File: config.mk
export PLATFORM = sky130hd
export DESIGN_NAME = stereo_matrix_mixer_with_metering
export DESIGN_NICKNAME = d
export VERILOG_FILES = /design/src/hdl/smm_pkg.sv /design/src/hdl/smm_cfg.sv /design/src/hdl/smm_datapath.sv /design/src/hdl/smm_ctrl.sv /design/src/hdl/stereo_matrix_mixer_with_metering.sv
export SDC_FILE = /design/constraint.sdc
export NUM_CORES = 2
export LEC_CHECK = 0
export ABC_AREA = 0
export BUFFER_PORTS_ARGS = -buffer_cell sky130_fd_sc_hd__buf_2
export CAP_MARGIN = 20
export CORE_MARGIN = 3
export CORE_UTILIZATION = 45
export DETAILED_ROUTE_END_ITERATION = 6
export SYNTH_ARGS = -nofsm -noshare
export SYNTH_HDL_FRONTEND = slang
export SYNTH_SLANG_ARGS = --single-unit
export TNS_END_PERCENT = 50
File: constraint.sdc
create_clock -name clk -period 10.55 [get_ports clk]
set_clock_uncertainty 0.05 [all_clocks]
set_input_delay 2.11 -clock clk [delete_from_list [all_inputs] [get_ports clk]]
set_output_delay 2.11 -clock clk [all_outputs]
set_load 0.01 [all_outputs]
File: src/hdl/smm_pkg.sv
// Shared types, constants and helpers of the stereo matrix mixer.
// Used by every module of the mixer; depends on nothing.
`default_nettype none

package smm_pkg;

	localparam int SAMPLE_W     = 16;
	localparam int PEAK_W       = 15;
	localparam int NUM_SOURCES  = 3;
	localparam int MAX_BUSES    = 2;
	localparam int NUM_BUSES_C  = 2;
	localparam int GAIN_BITS_C  = 10;
	localparam int Q_FRAC       = 8;
	localparam int SAMPLE_MAX   = 32767;
	localparam int SAMPLE_MIN   = -32768;

	localparam int ROUTE_GAIN_W = 60;
	localparam int ROUTE_EN_W   = 6;
	localparam int SRC_MASK_W   = 3;
	localparam int BUS_GAIN_W   = 20;
	localparam int BUS_MASK_W   = 2;
	localparam int CFG_INDEX_W  = 3;
	localparam int CFG_DATA_W   = 60;
	localparam int KIND_W       = 2;
	localparam int INDEX_W      = 2;
	localparam int SRC_W        = 2;

	localparam logic [ROUTE_GAIN_W-1:0] ROUTE_GAIN_RST = '0;
	localparam logic [ROUTE_EN_W-1:0]   ROUTE_EN_RST   = 6'd16;
	localparam logic [BUS_GAIN_W-1:0]   BUS_GAIN_RST   = 20'd262400;

	typedef enum logic [CFG_INDEX_W-1:0] {
		REG_ROUTE_GAIN = 3'd0,
		REG_ROUTE_EN   = 3'd1,
		REG_SRC_MUTE   = 3'd2,
		REG_SRC_SOLO   = 3'd3,
		REG_BUS_GAIN   = 3'd4,
		REG_BUS_MUTE   = 3'd5
	} cfg_reg_t;

	localparam logic [KIND_W-1:0] KIND_MIX      = 2'd0;
	localparam logic [KIND_W-1:0] KIND_SRC_PEAK = 2'd1;
	localparam logic [KIND_W-1:0] KIND_BUS_PEAK = 2'd2;

	typedef enum logic [2:0] {
		ST_IDLE,
		ST_ROUTE,
		ST_GAP,
		ST_BUS,
		ST_DRAIN,
		ST_EMIT
	} state_t;

	typedef enum logic [1:0] {
		OP_NONE,
		OP_ROUTE,
		OP_BUS
	} op_t;

	typedef struct packed {
		logic [ROUTE_GAIN_W-1:0] route_gain;
		logic [ROUTE_EN_W-1:0]   route_en;
		logic [SRC_MASK_W-1:0]   src_mute;
		logic [SRC_MASK_W-1:0]   src_solo;
		logic [BUS_GAIN_W-1:0]   bus_gain;
		logic [BUS_MASK_W-1:0]   bus_mute;
	} cfg_t;

	typedef struct packed {
		logic              capture;
		op_t               op;
		logic [SRC_W-1:0]  src;
		logic              bus;
		logic              load;
		logic [KIND_W-1:0] kind;
		logic [INDEX_W-1:0] index;
		logic              last;
	} cmd_t;

	typedef struct packed {
		logic out_free;
	} status_t;

	// -32768 saturates to 32767
	function automatic logic [PEAK_W-1:0] magnitude(input logic signed [SAMPLE_W-1:0] v);
		logic [SAMPLE_W-1:0] neg;
		neg = SAMPLE_W'(-v);
		if (!v[SAMPLE_W-1])
			return v[PEAK_W-1:0];
		else if (v == SAMPLE_W'(SAMPLE_MIN))
			return PEAK_W'(SAMPLE_MAX);
		else
			return neg[PEAK_W-1:0];
	endfunction

endpackage

`default_nettype wire

File: src/hdl/smm_cfg.sv
// Configuration register file of the mixer: decodes indexed writes.
// Depends on smm_pkg.
`default_nettype none

module smm_cfg (
	input  wire                                  clk,
	input  wire                                  arst_n,
	input  wire                                  cfg_valid,
	output logic                                 cfg_ready,
	input  wire  [smm_pkg::CFG_INDEX_W-1:0]      cfg_index,
	input  wire  [smm_pkg::CFG_DATA_W-1:0]       cfg_data,
	output smm_pkg::cfg_t                        cfg_o
);
	import smm_pkg::*;

	cfg_t cfg_q;

	assign cfg_ready = 1'b1;
	assign cfg_o     = cfg_q;

	always_ff @(posedge clk or negedge arst_n) begin
		if (!arst_n) begin
			cfg_q.route_gain <= ROUTE_GAIN_RST;
			cfg_q.route_en   <= ROUTE_EN_RST;
			cfg_q.src_mute   <= '0;
			cfg_q.src_solo   <= '0;
			cfg_q.bus_gain   <= BUS_GAIN_RST;
			cfg_q.bus_mute   <= '0;
		end else if (cfg_valid && cfg_ready) begin
			// drop writes to unknown indexes
			unique case (cfg_index)
				REG_ROUTE_GAIN: cfg_q.route_gain <= cfg_data[ROUTE_GAIN_W-1:0];
				REG_ROUTE_EN:   cfg_q.route_en   <= cfg_data[ROUTE_EN_W-1:0];
				REG_SRC_MUTE:   cfg_q.src_mute   <= cfg_data[SRC_MASK_W-1:0];
				REG_SRC_SOLO:   cfg_q.src_solo   <= cfg_data[SRC_MASK_W-1:0];
				REG_BUS_GAIN:   cfg_q.bus_gain   <= cfg_data[BUS_GAIN_W-1:0];
				REG_BUS_MUTE:   cfg_q.bus_mute   <= cfg_data[BUS_MASK_W-1:0];
				default: ;
			endcase
		end
	end

endmodule

`default_nettype wire

File: src/hdl/smm_datapath.sv
// Mixer datapath: sample capture, shared gain multipliers, bus accumulators,
// peak meters and the output register. Depends on smm_pkg.
`default_nettype none

module smm_datapath #(
	parameter int GAIN_BITS = smm_pkg::GAIN_BITS_C
) (
	input  wire                                   clk,
	input  wire                                   arst_n,
	input  smm_pkg::cfg_t                         cfg_i,
	input  smm_pkg::cmd_t                         cmd_i,
	output smm_pkg::status_t                      status_o,
	input  wire signed [smm_pkg::SAMPLE_W-1:0]    smp_in [smm_pkg::NUM_SOURCES][2],
	output logic                                  out_valid,
	input  wire                                   out_stall,
	output logic [smm_pkg::KIND_W-1:0]            result_kind,
	output logic [smm_pkg::INDEX_W-1:0]           result_index,
	output logic signed [smm_pkg::SAMPLE_W-1:0]   left_value,
	output logic signed [smm_pkg::SAMPLE_W-1:0]   right_value,
	output logic                                  last_result
);
	import smm_pkg::*;

	localparam int TERM_W  = SAMPLE_W + GAIN_BITS + 1 - Q_FRAC;
	localparam int ACC_W   = TERM_W + 2;
	localparam int MUL_W   = ACC_W + GAIN_BITS + 1;
	localparam int SH_W    = MUL_W - Q_FRAC;
	localparam int RG_EXT  = 6 * GAIN_BITS + ROUTE_GAIN_W;
	localparam int BG_EXT  = 2 * GAIN_BITS + BUS_GAIN_W;

	logic signed [SAMPLE_W-1:0] smp_q      [NUM_SOURCES][2];
	logic        [PEAK_W-1:0]   src_peak_q [NUM_SOURCES][2];
	logic        [PEAK_W-1:0]   bus_peak_q [MAX_BUSES][2];
	logic signed [ACC_W-1:0]    acc_q      [MAX_BUSES][2];
	logic signed [SAMPLE_W-1:0] bus_out_q  [MAX_BUSES][2];
	logic signed [MUL_W-1:0]    prod_s1    [2];
	op_t                        op_s1;
	logic                       bus_s1;

	logic [RG_EXT-1:0]          route_ext;
	logic [BG_EXT-1:0]          bus_ext;
	logic [2:0]                 route;
	logic                       route_on;
	logic [GAIN_BITS-1:0]       gain;
	logic signed [ACC_W-1:0]    op_a   [2];
	logic signed [MUL_W-1:0]    prod   [2];
	logic signed [SH_W-1:0]     shifted[2];
	logic signed [SAMPLE_W-1:0] clamped[2];
	logic                       out_free;

	assign route_ext = RG_EXT'(cfg_i.route_gain);
	assign bus_ext   = BG_EXT'(cfg_i.bus_gain);
	assign route     = {cmd_i.src, cmd_i.bus};
	assign route_on  = cfg_i.route_en[route] && !cfg_i.src_mute[cmd_i.src] &&
		(cfg_i.src_solo == '0 || cfg_i.src_solo[cmd_i.src]);

	// a disabled route, a muted or unsoloed source, or a muted bus multiplies by zero
	always_comb begin
		gain = '0;
		unique case (cmd_i.op)
			OP_ROUTE: if (route_on) gain = route_ext[route*GAIN_BITS +: GAIN_BITS];
			OP_BUS:   if (!cfg_i.bus_mute[cmd_i.bus])
				gain = bus_ext[cmd_i.bus*GAIN_BITS +: GAIN_BITS];
			default: ;
		endcase
	end

	always_comb begin
		for (int c = 0; c < 2; c++) begin
			op_a[c] = (cmd_i.op == OP_BUS) ? acc_q[cmd_i.bus][c]
				: ACC_W'(smp_q[cmd_i.src][c]);
			prod[c] = op_a[c] * $signed({1'b0, gain});
			shifted[c] = SH_W'(prod_s1[c] >>> Q_FRAC);
			if (shifted[c] > $signed(SH_W'(SAMPLE_MAX)))
				clamped[c] = SAMPLE_W'(SAMPLE_MAX);
			else if (shifted[c] < $signed(SH_W'(SAMPLE_MIN)))
				clamped[c] = SAMPLE_W'(SAMPLE_MIN);
			else
				clamped[c] = shifted[c][SAMPLE_W-1:0];
		end
	end

	assign out_free          = !out_valid || !out_stall;
	assign status_o.out_free = out_free;

	always_ff @(posedge clk) begin
		if (cmd_i.capture)
			smp_q <= smp_in;
		prod_s1[0] <= prod[0];
		prod_s1[1] <= prod[1];
		bus_s1     <= cmd_i.bus;
		if (cmd_i.capture) begin
			for (int b = 0; b < MAX_BUSES; b++) begin
				acc_q[b][0] <= '0;
				acc_q[b][1] <= '0;
			end
		end else if (op_s1 == OP_ROUTE) begin
			for (int c = 0; c < 2; c++)
				acc_q[bus_s1][c] <= acc_q[bus_s1][c] + ACC_W'(shifted[c]);
		end
		if (op_s1 == OP_BUS) begin
			bus_out_q[bus_s1][0] <= clamped[0];
			bus_out_q[bus_s1][1] <= clamped[1];
		end
	end

	always_ff @(posedge clk or negedge arst_n) begin
		if (!arst_n) begin
			op_s1 <= OP_NONE;
			for (int s = 0; s < NUM_SOURCES; s++) begin
				src_peak_q[s][0] <= '0;
				src_peak_q[s][1] <= '0;
			end
			for (int b = 0; b < MAX_BUSES; b++) begin
				bus_peak_q[b][0] <= '0;
				bus_peak_q[b][1] <= '0;
			end
		end else begin
			op_s1 <= cmd_i.op;
			if (cmd_i.capture) begin
				for (int s = 0; s < NUM_SOURCES; s++)
					for (int c = 0; c < 2; c++)
						if (magnitude(smp_in[s][c]) > src_peak_q[s][c])
							src_peak_q[s][c] <= magnitude(smp_in[s][c]);
			end
			if (op_s1 == OP_BUS) begin
				for (int c = 0; c < 2; c++)
					if (magnitude(clamped[c]) > bus_peak_q[bus_s1][c])
						bus_peak_q[bus_s1][c] <= magnitude(clamped[c]);
			end
			// clear a meter as its item is loaded
			if (cmd_i.load && cmd_i.kind == KIND_SRC_PEAK) begin
				src_peak_q[cmd_i.index][0] <= '0;
				src_peak_q[cmd_i.index][1] <= '0;
			end
			if (cmd_i.load && cmd_i.kind == KIND_BUS_PEAK) begin
				bus_peak_q[cmd_i.index[0]][0] <= '0;
				bus_peak_q[cmd_i.index[0]][1] <= '0;
			end
		end
	end

	always_ff @(posedge clk or negedge arst_n) begin
		if (!arst_n)
			out_valid <= 1'b0;
		else if (out_free)
			out_valid <= cmd_i.load;
	end

	always_ff @(posedge clk) begin
		if (cmd_i.load && out_free) begin
			result_kind  <= cmd_i.kind;
			result_index <= cmd_i.index;
			last_result  <= cmd_i.last;
			unique case (cmd_i.kind)
				KIND_MIX: begin
					left_value  <= bus_out_q[cmd_i.index[0]][0];
					right_value <= bus_out_q[cmd_i.index[0]][1];
				end
				KIND_SRC_PEAK: begin
					left_value  <= {1'b0, src_peak_q[cmd_i.index][0]};
					right_value <= {1'b0, src_peak_q[cmd_i.index][1]};
				end
				KIND_BUS_PEAK: begin
					left_value  <= {1'b0, bus_peak_q[cmd_i.index[0]][0]};
					right_value <= {1'b0, bus_peak_q[cmd_i.index[0]][1]};
				end
				default: begin
					left_value  <= '0;
					right_value <= '0;
				end
			endcase
		end
	end

endmodule

`default_nettype wire

File: src/hdl/smm_ctrl.sv
// Mixer sequencer: steps the route and bus multiplies, then emits results.
// Depends on smm_pkg.
`default_nettype none

module smm_ctrl #(
	parameter int NUM_BUSES = smm_pkg::NUM_BUSES_C
) (
	input  wire               clk,
	input  wire               arst_n,
	input  wire               in_valid,
	output logic              in_stall,
	input  wire               chunk_end,
	input  smm_pkg::status_t  status_i,
	output smm_pkg::cmd_t     cmd_o
);
	import smm_pkg::*;

	localparam logic BUS_LAST = 1'(NUM_BUSES - 1);
	localparam logic [SRC_W-1:0]   SRC_LAST = SRC_W'(NUM_SOURCES - 1);
	localparam logic [INDEX_W-1:0] IDX_BUS_LAST = INDEX_W'(NUM_BUSES - 1);

	state_t             state_q, state_d;
	logic [SRC_W-1:0]   src_q, src_d;
	logic               bus_q, bus_d;
	logic [KIND_W-1:0]  kind_q, kind_d;
	logic [INDEX_W-1:0] idx_q, idx_d;
	logic               chunk_q, chunk_d;
	logic               last_item;

	always_ff @(posedge clk or negedge arst_n) begin
		if (!arst_n) begin
			state_q <= ST_IDLE;
			src_q   <= '0;
			bus_q   <= 1'b0;
			kind_q  <= KIND_MIX;
			idx_q   <= '0;
			chunk_q <= 1'b0;
		end else begin
			state_q <= state_d;
			src_q   <= src_d;
			bus_q   <= bus_d;
			kind_q  <= kind_d;
			idx_q   <= idx_d;
			chunk_q <= chunk_d;
		end
	end

	always_comb begin
		state_d = state_q;
		src_d   = src_q;
		bus_d   = bus_q;
		kind_d  = kind_q;
		idx_d   = idx_q;
		chunk_d = chunk_q;
		in_stall      = 1'b1;
		cmd_o.capture = 1'b0;
		cmd_o.op      = OP_NONE;
		cmd_o.src     = src_q;
		cmd_o.bus     = bus_q;
		cmd_o.load    = 1'b0;
		cmd_o.kind    = kind_q;
		cmd_o.index   = idx_q;
		last_item = (kind_q == KIND_BUS_PEAK && idx_q == IDX_BUS_LAST) ||
			(kind_q == KIND_MIX && idx_q == IDX_BUS_LAST && !chunk_q);
		cmd_o.last    = last_item;

		unique case (state_q)
			ST_IDLE: begin
				in_stall = 1'b0;
				if (in_valid) begin
					cmd_o.capture = 1'b1;
					chunk_d = chunk_end;
					src_d   = '0;
					bus_d   = 1'b0;
					state_d = ST_ROUTE;
				end
			end
			ST_ROUTE: begin
				cmd_o.op = OP_ROUTE;
				if (bus_q == BUS_LAST) begin
					bus_d = 1'b0;
					src_d = src_q + SRC_W'(1);
					if (src_q == SRC_LAST)
						state_d = ST_GAP;
				end else begin
					bus_d = 1'b1;
				end
			end
			// let the last route product settle into its accumulator
			ST_GAP: begin
				src_d   = '0;
				bus_d   = 1'b0;
				state_d = ST_BUS;
			end
			ST_BUS: begin
				cmd_o.op = OP_BUS;
				if (bus_q == BUS_LAST) begin
					bus_d   = 1'b0;
					state_d = ST_DRAIN;
				end else begin
					bus_d = 1'b1;
				end
			end
			ST_DRAIN: begin
				kind_d  = KIND_MIX;
				idx_d   = '0;
				state_d = ST_EMIT;
			end
			ST_EMIT: begin
				if (status_i.out_free) begin
					cmd_o.load = 1'b1;
					idx_d = idx_q + INDEX_W'(1);
					if (last_item) begin
						state_d = ST_IDLE;
					end else if (kind_q == KIND_MIX && idx_q == IDX_BUS_LAST) begin
						kind_d = KIND_SRC_PEAK;
						idx_d  = '0;
					end else if (kind_q == KIND_SRC_PEAK && idx_q == INDEX_W'(SRC_LAST)) begin
						kind_d = KIND_BUS_PEAK;
						idx_d  = '0;
					end
				end
			end
			default: state_d = ST_IDLE;
		endcase
	end

	a_load_needs_room: assert property (@(posedge clk) disable iff (!arst_n)
		cmd_o.load |-> status_i.out_free)
		else $error("result loaded while output register is occupied");

	a_last_ends_frame: assert property (@(posedge clk) disable iff (!arst_n)
		(cmd_o.load && cmd_o.last) |=> (state_q == ST_IDLE && !in_stall))
		else $error("sequencer did not return to idle after last result");

	a_capture_starts_route: assert property (@(posedge clk) disable iff (!arst_n)
		cmd_o.capture |=> (state_q == ST_ROUTE && src_q == '0 && !bus_q))
		else $error("capture did not restart the route sequence");

endmodule

`default_nettype wire

File: src/hdl/stereo_matrix_mixer_with_metering.sv
// Stereo matrix mixer with mute, solo and peak metering.
// A frame is taken only while the sequencer is idle. It steps both channels of
// every route and bus through one shared multiplier pair, then emits one mix result
// per bus, plus source and bus meter results if chunk_end was set, before the next.
// Reset: arst_n clears meters, sequencer and output valid; registers take defaults.
// Depends on smm_pkg, smm_cfg, smm_datapath and smm_ctrl.
`default_nettype none

module stereo_matrix_mixer_with_metering #(
	parameter int NUM_BUSES = smm_pkg::NUM_BUSES_C,
	parameter int GAIN_BITS = smm_pkg::GAIN_BITS_C
) (
	input  wire                                  clk,
	input  wire                                  arst_n,
	input  wire                                  cfg_valid,
	output logic                                 cfg_ready,
	input  wire  [smm_pkg::CFG_INDEX_W-1:0]      cfg_index,
	input  wire  [smm_pkg::CFG_DATA_W-1:0]       cfg_data,
	input  wire                                  in_valid,
	output logic                                 in_stall,
	input  wire signed [smm_pkg::SAMPLE_W-1:0]   line_a_left,
	input  wire signed [smm_pkg::SAMPLE_W-1:0]   line_a_right,
	input  wire signed [smm_pkg::SAMPLE_W-1:0]   line_b_left,
	input  wire signed [smm_pkg::SAMPLE_W-1:0]   line_b_right,
	input  wire signed [smm_pkg::SAMPLE_W-1:0]   synth_left,
	input  wire signed [smm_pkg::SAMPLE_W-1:0]   synth_right,
	input  wire                                  chunk_end,
	output logic                                 out_valid,
	input  wire                                  out_stall,
	output logic [smm_pkg::KIND_W-1:0]           result_kind,
	output logic [smm_pkg::INDEX_W-1:0]          result_index,
	output logic signed [smm_pkg::SAMPLE_W-1:0]  left_value,
	output logic signed [smm_pkg::SAMPLE_W-1:0]  right_value,
	output logic                                 last_result
);
	import smm_pkg::*;

	cfg_t                       cfg;
	cmd_t                       cmd;
	status_t                    status;
	logic signed [SAMPLE_W-1:0] smp [NUM_SOURCES][2];

	assign smp[0][0] = line_a_left;
	assign smp[0][1] = line_a_right;
	assign smp[1][0] = line_b_left;
	assign smp[1][1] = line_b_right;
	assign smp[2][0] = synth_left;
	assign smp[2][1] = synth_right;

	smm_cfg u_cfg (
		.clk       (clk),
		.arst_n    (arst_n),
		.cfg_valid (cfg_valid),
		.cfg_ready (cfg_ready),
		.cfg_index (cfg_index),
		.cfg_data  (cfg_data),
		.cfg_o     (cfg)
	);

	smm_ctrl #(
		.NUM_BUSES (NUM_BUSES)
	) u_ctrl (
		.clk       (clk),
		.arst_n    (arst_n),
		.in_valid  (in_valid),
		.in_stall  (in_stall),
		.chunk_end (chunk_end),
		.status_i  (status),
		.cmd_o     (cmd)
	);

	smm_datapath #(
		.GAIN_BITS (GAIN_BITS)
	) u_datapath (
		.clk          (clk),
		.arst_n       (arst_n),
		.cfg_i        (cfg),
		.cmd_i        (cmd),
		.status_o     (status),
		.smp_in       (smp),
		.out_valid    (out_valid),
		.out_stall    (out_stall),
		.result_kind  (result_kind),
		.result_index (result_index),
		.left_value   (left_value),
		.right_value  (right_value),
		.last_result  (last_result)
	);

endmodule

`default_nettype wire
==> PnR_summary.wiki <==
{| class="wikitable"
! Metric !! Value
|-
| Outcome || complete, no violations
|-
| Detailed placement HPWL || 103.6 mm
|-
| Main combinational cell family by area after synthesis || adder cells
|-
| Post-synthesis instance area || 0.04772 mm2
|-
| TNS Setup || 0 ns
|-
| GRT Total Usage || ~24%
|-
| Area share of fa/ha/maj cells after synthesis || 23.60%
|-
| CTS sink count || 588
|-
| Leading register cell type out of synthesis || edfxtp_1
|-
| Number of nets still failing antenna checks after routing || 0
|-
| Gates resized, CTS repair || 0
|-
| Number of library cell types mapped by synthesis || 88
|-
| Clock slew at the register clock pins of the worst setup and hold paths || 0.06 ns
|-
| Ant diodes || 0
|-
| Post-CTS Setup Bufs || 0
|-
| Cell chosen for the clock root || clkbuf_16
|-
| Final Critical Period || 8.424 ns
|-
| Most instantiated library cell after synthesis || inv_1
|-
| Worst Hold Depth || 1
|-
| Simple-gate portion of the synthesized area || 12.95%
|-
| Uppermost routed layer || met5
|-
| Vias per Instance || 5.582
|-
| Share of synthesized flip-flops with an asynchronous set or reset || a little over two fifths
|-
| I/O pin cnt || 205
|-
| Final net count || 5777
|-
| Worst Setup Slack, final || 2.126 ns
|-
| Overflow left after global routing || 0
|-
| Biggest area consumer among synthesized cells || edfxtp_1
|-
| Port bufs || 203
|-
| Worst supply voltage drop on vdd || 0.1749 mV
|-
| Arrival @ worst endpoint || approximately 9.0 ns
|-
| Post-Route WL || 135.7 mm
|-
| P&R area growth vs syn || 10.01%
|-
| Compound-cell area share of the yosys netlist || 10.91%
|-
| Critical-path top delay cell || dfrtp_4
|-
| Starting density of the core || approximately 46%
|-
| Number of flops mapped to enable cells by yosys || 281
|-
| PwrDens || 331.1 mW/mm2
|-
| Capture instance of the worst register-to-register path || u_datapath.prod_s1[0][31]$_DFF_P_
|-
| Area share of the largest cell type after synthesis || 17.68%
|-
| Proportion of synthesized area in mux cells || slightly below 10%
|-
| WL/cell || 21.32 um
|-
| Maximum fanout encountered on the critical timing path || 25
|-
| Total via count in the routed design || 35540
|-
| Warnings from Yosys || 0
|-
| Area of combinational cells with multiple inputs || between 0.02 and 0.03 mm2
|-
| Routability-driven placement congestion ratio || 0.8897
|-
| Met2 layer wire length in the routed design || 63.73 mm
|-
| Fin crit share || 79.84%
|-
| Core footprint || 0.1044 mm2
|-
| Highest clock rate || 0.1187 GHz
|-
| Data required time of the critical path || 11.09 ns
|-
| Setup repair after global routing missed its margin || false
|-
| XOR/XNOR share of the synthesized area || 3.101%
|-
| Worst r2r path cells || 28
|-
| Crit. End Element || register
|-
| Cells taking the most area after synthesis || edfxtp_1, fa_1, dfrtp_1
|-
| TritonCTS Buffers || 60
|-
| Mapped Nets || 5662
|-
| Sequential fraction of the synthesis area || 33.27%
|-
| CTS H-Tree Depth || 2
|-
| # rows || 118
|-
| Hold-fix buffer count after cts || 0
|-
| WS Path Type || register to register
|-
| Area taken by flip-flops and latches || 0.01589 mm2
|-
| CTS tree || built
|-
| Pre-CTS setup slack || 2.153 ns
|-
| Longest Clk Path Bufs || 3
|-
| Crit Reg-Reg Startpoint || u_ctrl.bus_q$_DFFE_PN0P_
|-
| Worst path most repeated cell || fa_1
|-
| Endpoints failing setup || 0
|-
| Filler cells || a little under 10000
|-
| Hold Path End || u_cfg.cfg_o[87]$_DFFE_PN0P_
|-
| Pin count of the biggest net entering global routing || between 70 and 80
|-
| Longest individual stage delay on the worst path || 0.69 ns
|-
| Static leakage power || between 20 and 25 nW
|-
| Most frequent cells after synthesis || inv_1, nor2_1, nand2_1
|-
| Total routed wire length on the met1 layer || around 62 mm
|-
| Area of the die || 0.1100 mm2
|-
| Global-route wire length before repair || 211.4 mm
|-
| Worst Hold Slack || 0.4523 ns
|-
| Number of synthesized register bits || 588
|-
| Detailed-routed wire length on met3 || 6.546 mm
|-
| Share of final-layout standard cells stronger than drive strength 1 || 13.24%
|-
| Count of final max-slew check failures || 0
|-
| Instance count of the mapped netlist || between 4000 and 5000
|-
| Startpoint type of the worst setup path || register
|-
| Setup slack, reg-to-reg || 2.13 ns
|-
| Number of antenna violations at the first check in global routing || 2
|-
| Total iterations of the first detailed-routing run || 5
|-
| Die W || ~330 um
|-
| Pin slew with the least headroom to its limit || 1.172 ns
|-
| Die height || between 300 and 400 um
|-
| Number of global-route vias before repair || 35220
|-
| Final Hold Vio Count || 0
|-
| Later-pin clock latency in the skew report || 0.67 ns
|-
| Startpoint of the most critical hold path || u_cfg.cfg_o[87]$_DFFE_PN0P_
|-
| Average cell area after synthesis || 9.903 um2
|-
| Total DRC errors in the routed layout || 0
|-
| # Max-Cap Violations || 0
|-
| Kind of path behind the tightest hold check || register to register
|-
| Initial detailed-routing violation count || around 2600
|-
| Worst rel slew slack || 21.03%
|}
[cell type report]
class	instances	share of cell area, %
Clock buffer	82	3.386
Inverter	574	4.109
Sequential cell	588	30.27
Tap cell	1380	3.289
Timing Repair Buffer	272	3.070
Clock inverter	32	0.7269
Multi-Input combinational cell	3438	55.15
[routing by layer]
layer,GRT usage [%],vias up
met5,0,-
met4,6.740,2
met3,2.836,178
met2,39.74,912
met1,34.65,17820
li1,-,16620
[per-stage QoR]
stage	total power, mW	area, um2	std cells	utilization (%)
global route	18.97	52500	6366	50.30
finish	17.38	52500	6366	50.30
detailed placement	15.03	50250	6248	48.14
CTS	17.48	52410	6362	50.21
floorplan	11.81	47720	4819	-
global placement	14.91	50240	6247	48.13
[worst max path at each step]
stage	startpoint	end	slack, ns	cells past startpoint
after floorplan	u_ctrl.bus_q$_DFFE_PN0P_	u_datapath.prod_s1[0][31]$_DFF_P_	3.08	30
after global placement	u_ctrl.bus_q$_DFFE_PN0P_	u_datapath.prod_s1[0][31]$_DFF_P_	2.22	24
after detailed placement	u_ctrl.src_q[0]$_DFFE_PN0P_	u_datapath.prod_s1[0][31]$_DFF_P_	2.15	25
after CTS	u_ctrl.bus_q$_DFFE_PN0P_	u_datapath.prod_s1[0][31]$_DFF_P_	2.14	28
after global routing	u_ctrl.bus_q$_DFFE_PN0P_	u_datapath.prod_s1[0][31]$_DFF_P_	1.68	28
final	u_ctrl.bus_q$_DFFE_PN0P_	u_datapath.prod_s1[0][31]$_DFF_P_	2.13	28
[sequential cells by signal (all words and copies together) (netlist names)]
register,count
u_datapath.op_s1,2
u_datapath.left_value,16
u_ctrl.src_q,2
u_datapath.bus_out_q,64
u_datapath.out_valid,1
u_datapath.acc_q,84
u_ctrl.state_q,3
u_datapath.result_kind,2
u_datapath.prod_s1,48
u_datapath.bus_peak_q,60
u_ctrl.chunk_q,1
u_datapath.src_peak_q,90
u_ctrl.idx_q,2
u_datapath.last_result,1
u_ctrl.kind_q,2
u_datapath.right_value,16
u_datapath.smp_q,96
u_datapath.result_index,2
u_ctrl.bus_q,1
u_datapath.bus_s1,1
u_cfg.cfg_o,94
[critical path: cells and delay by family, from the launching register on]
| family | cells | cell delay (ns) |
|---|---|---|
| AOI/OAI and AO/OA | 10 | 2.88 |
| adders and majority gates | 6 | 2.60 |
| and+or+nand+nor | 5 | 0.97 |
| buffers and inverters | 5 | 0.84 |
| DFF | 1 | 0.69 |
| muxes | 1 | 0.16 |
| xor gates and xnor gates | 1 | 0.13 |
[cells in the final DEF (no fill, tap or decap), types with 64 or more instances in the layout]
cell type	instances
a21o_1	68
a21oi_1	179
a311oi_1	66
buf_2	202
buf_4	64
dfrtp_1	250
edfxtp_1	281
fa_1	370
ha_1	308
inv_1	571
mux2_2	212
mux2i_1	207
nand2_1	446
nand2b_1	65
nor2_1	541
o21a_1	67
o21ai_0	137
xnor2_1	74
xor2_1	95
[kinds of logic after synthesis]
| logic type | Yosys count |
|---|---|
| adders and majority gates | 678 |
| other | 1 |
| DFF | 588 |
| and+or+nand+nor | 1386 |
| xor gates and xnor gates | 169 |
| buffers and inverters | 793 |
| AOI/OAI and AO/OA | 775 |
| muxes | 429 |
[report_power, final]
part           total, mW  switching [mW]  internal, mW
Combinational       10.9            6.58          4.31
Clock               2.34           0.983          1.36
Sequential          4.15           0.686          3.47
(Power assumes the default switching activity.)
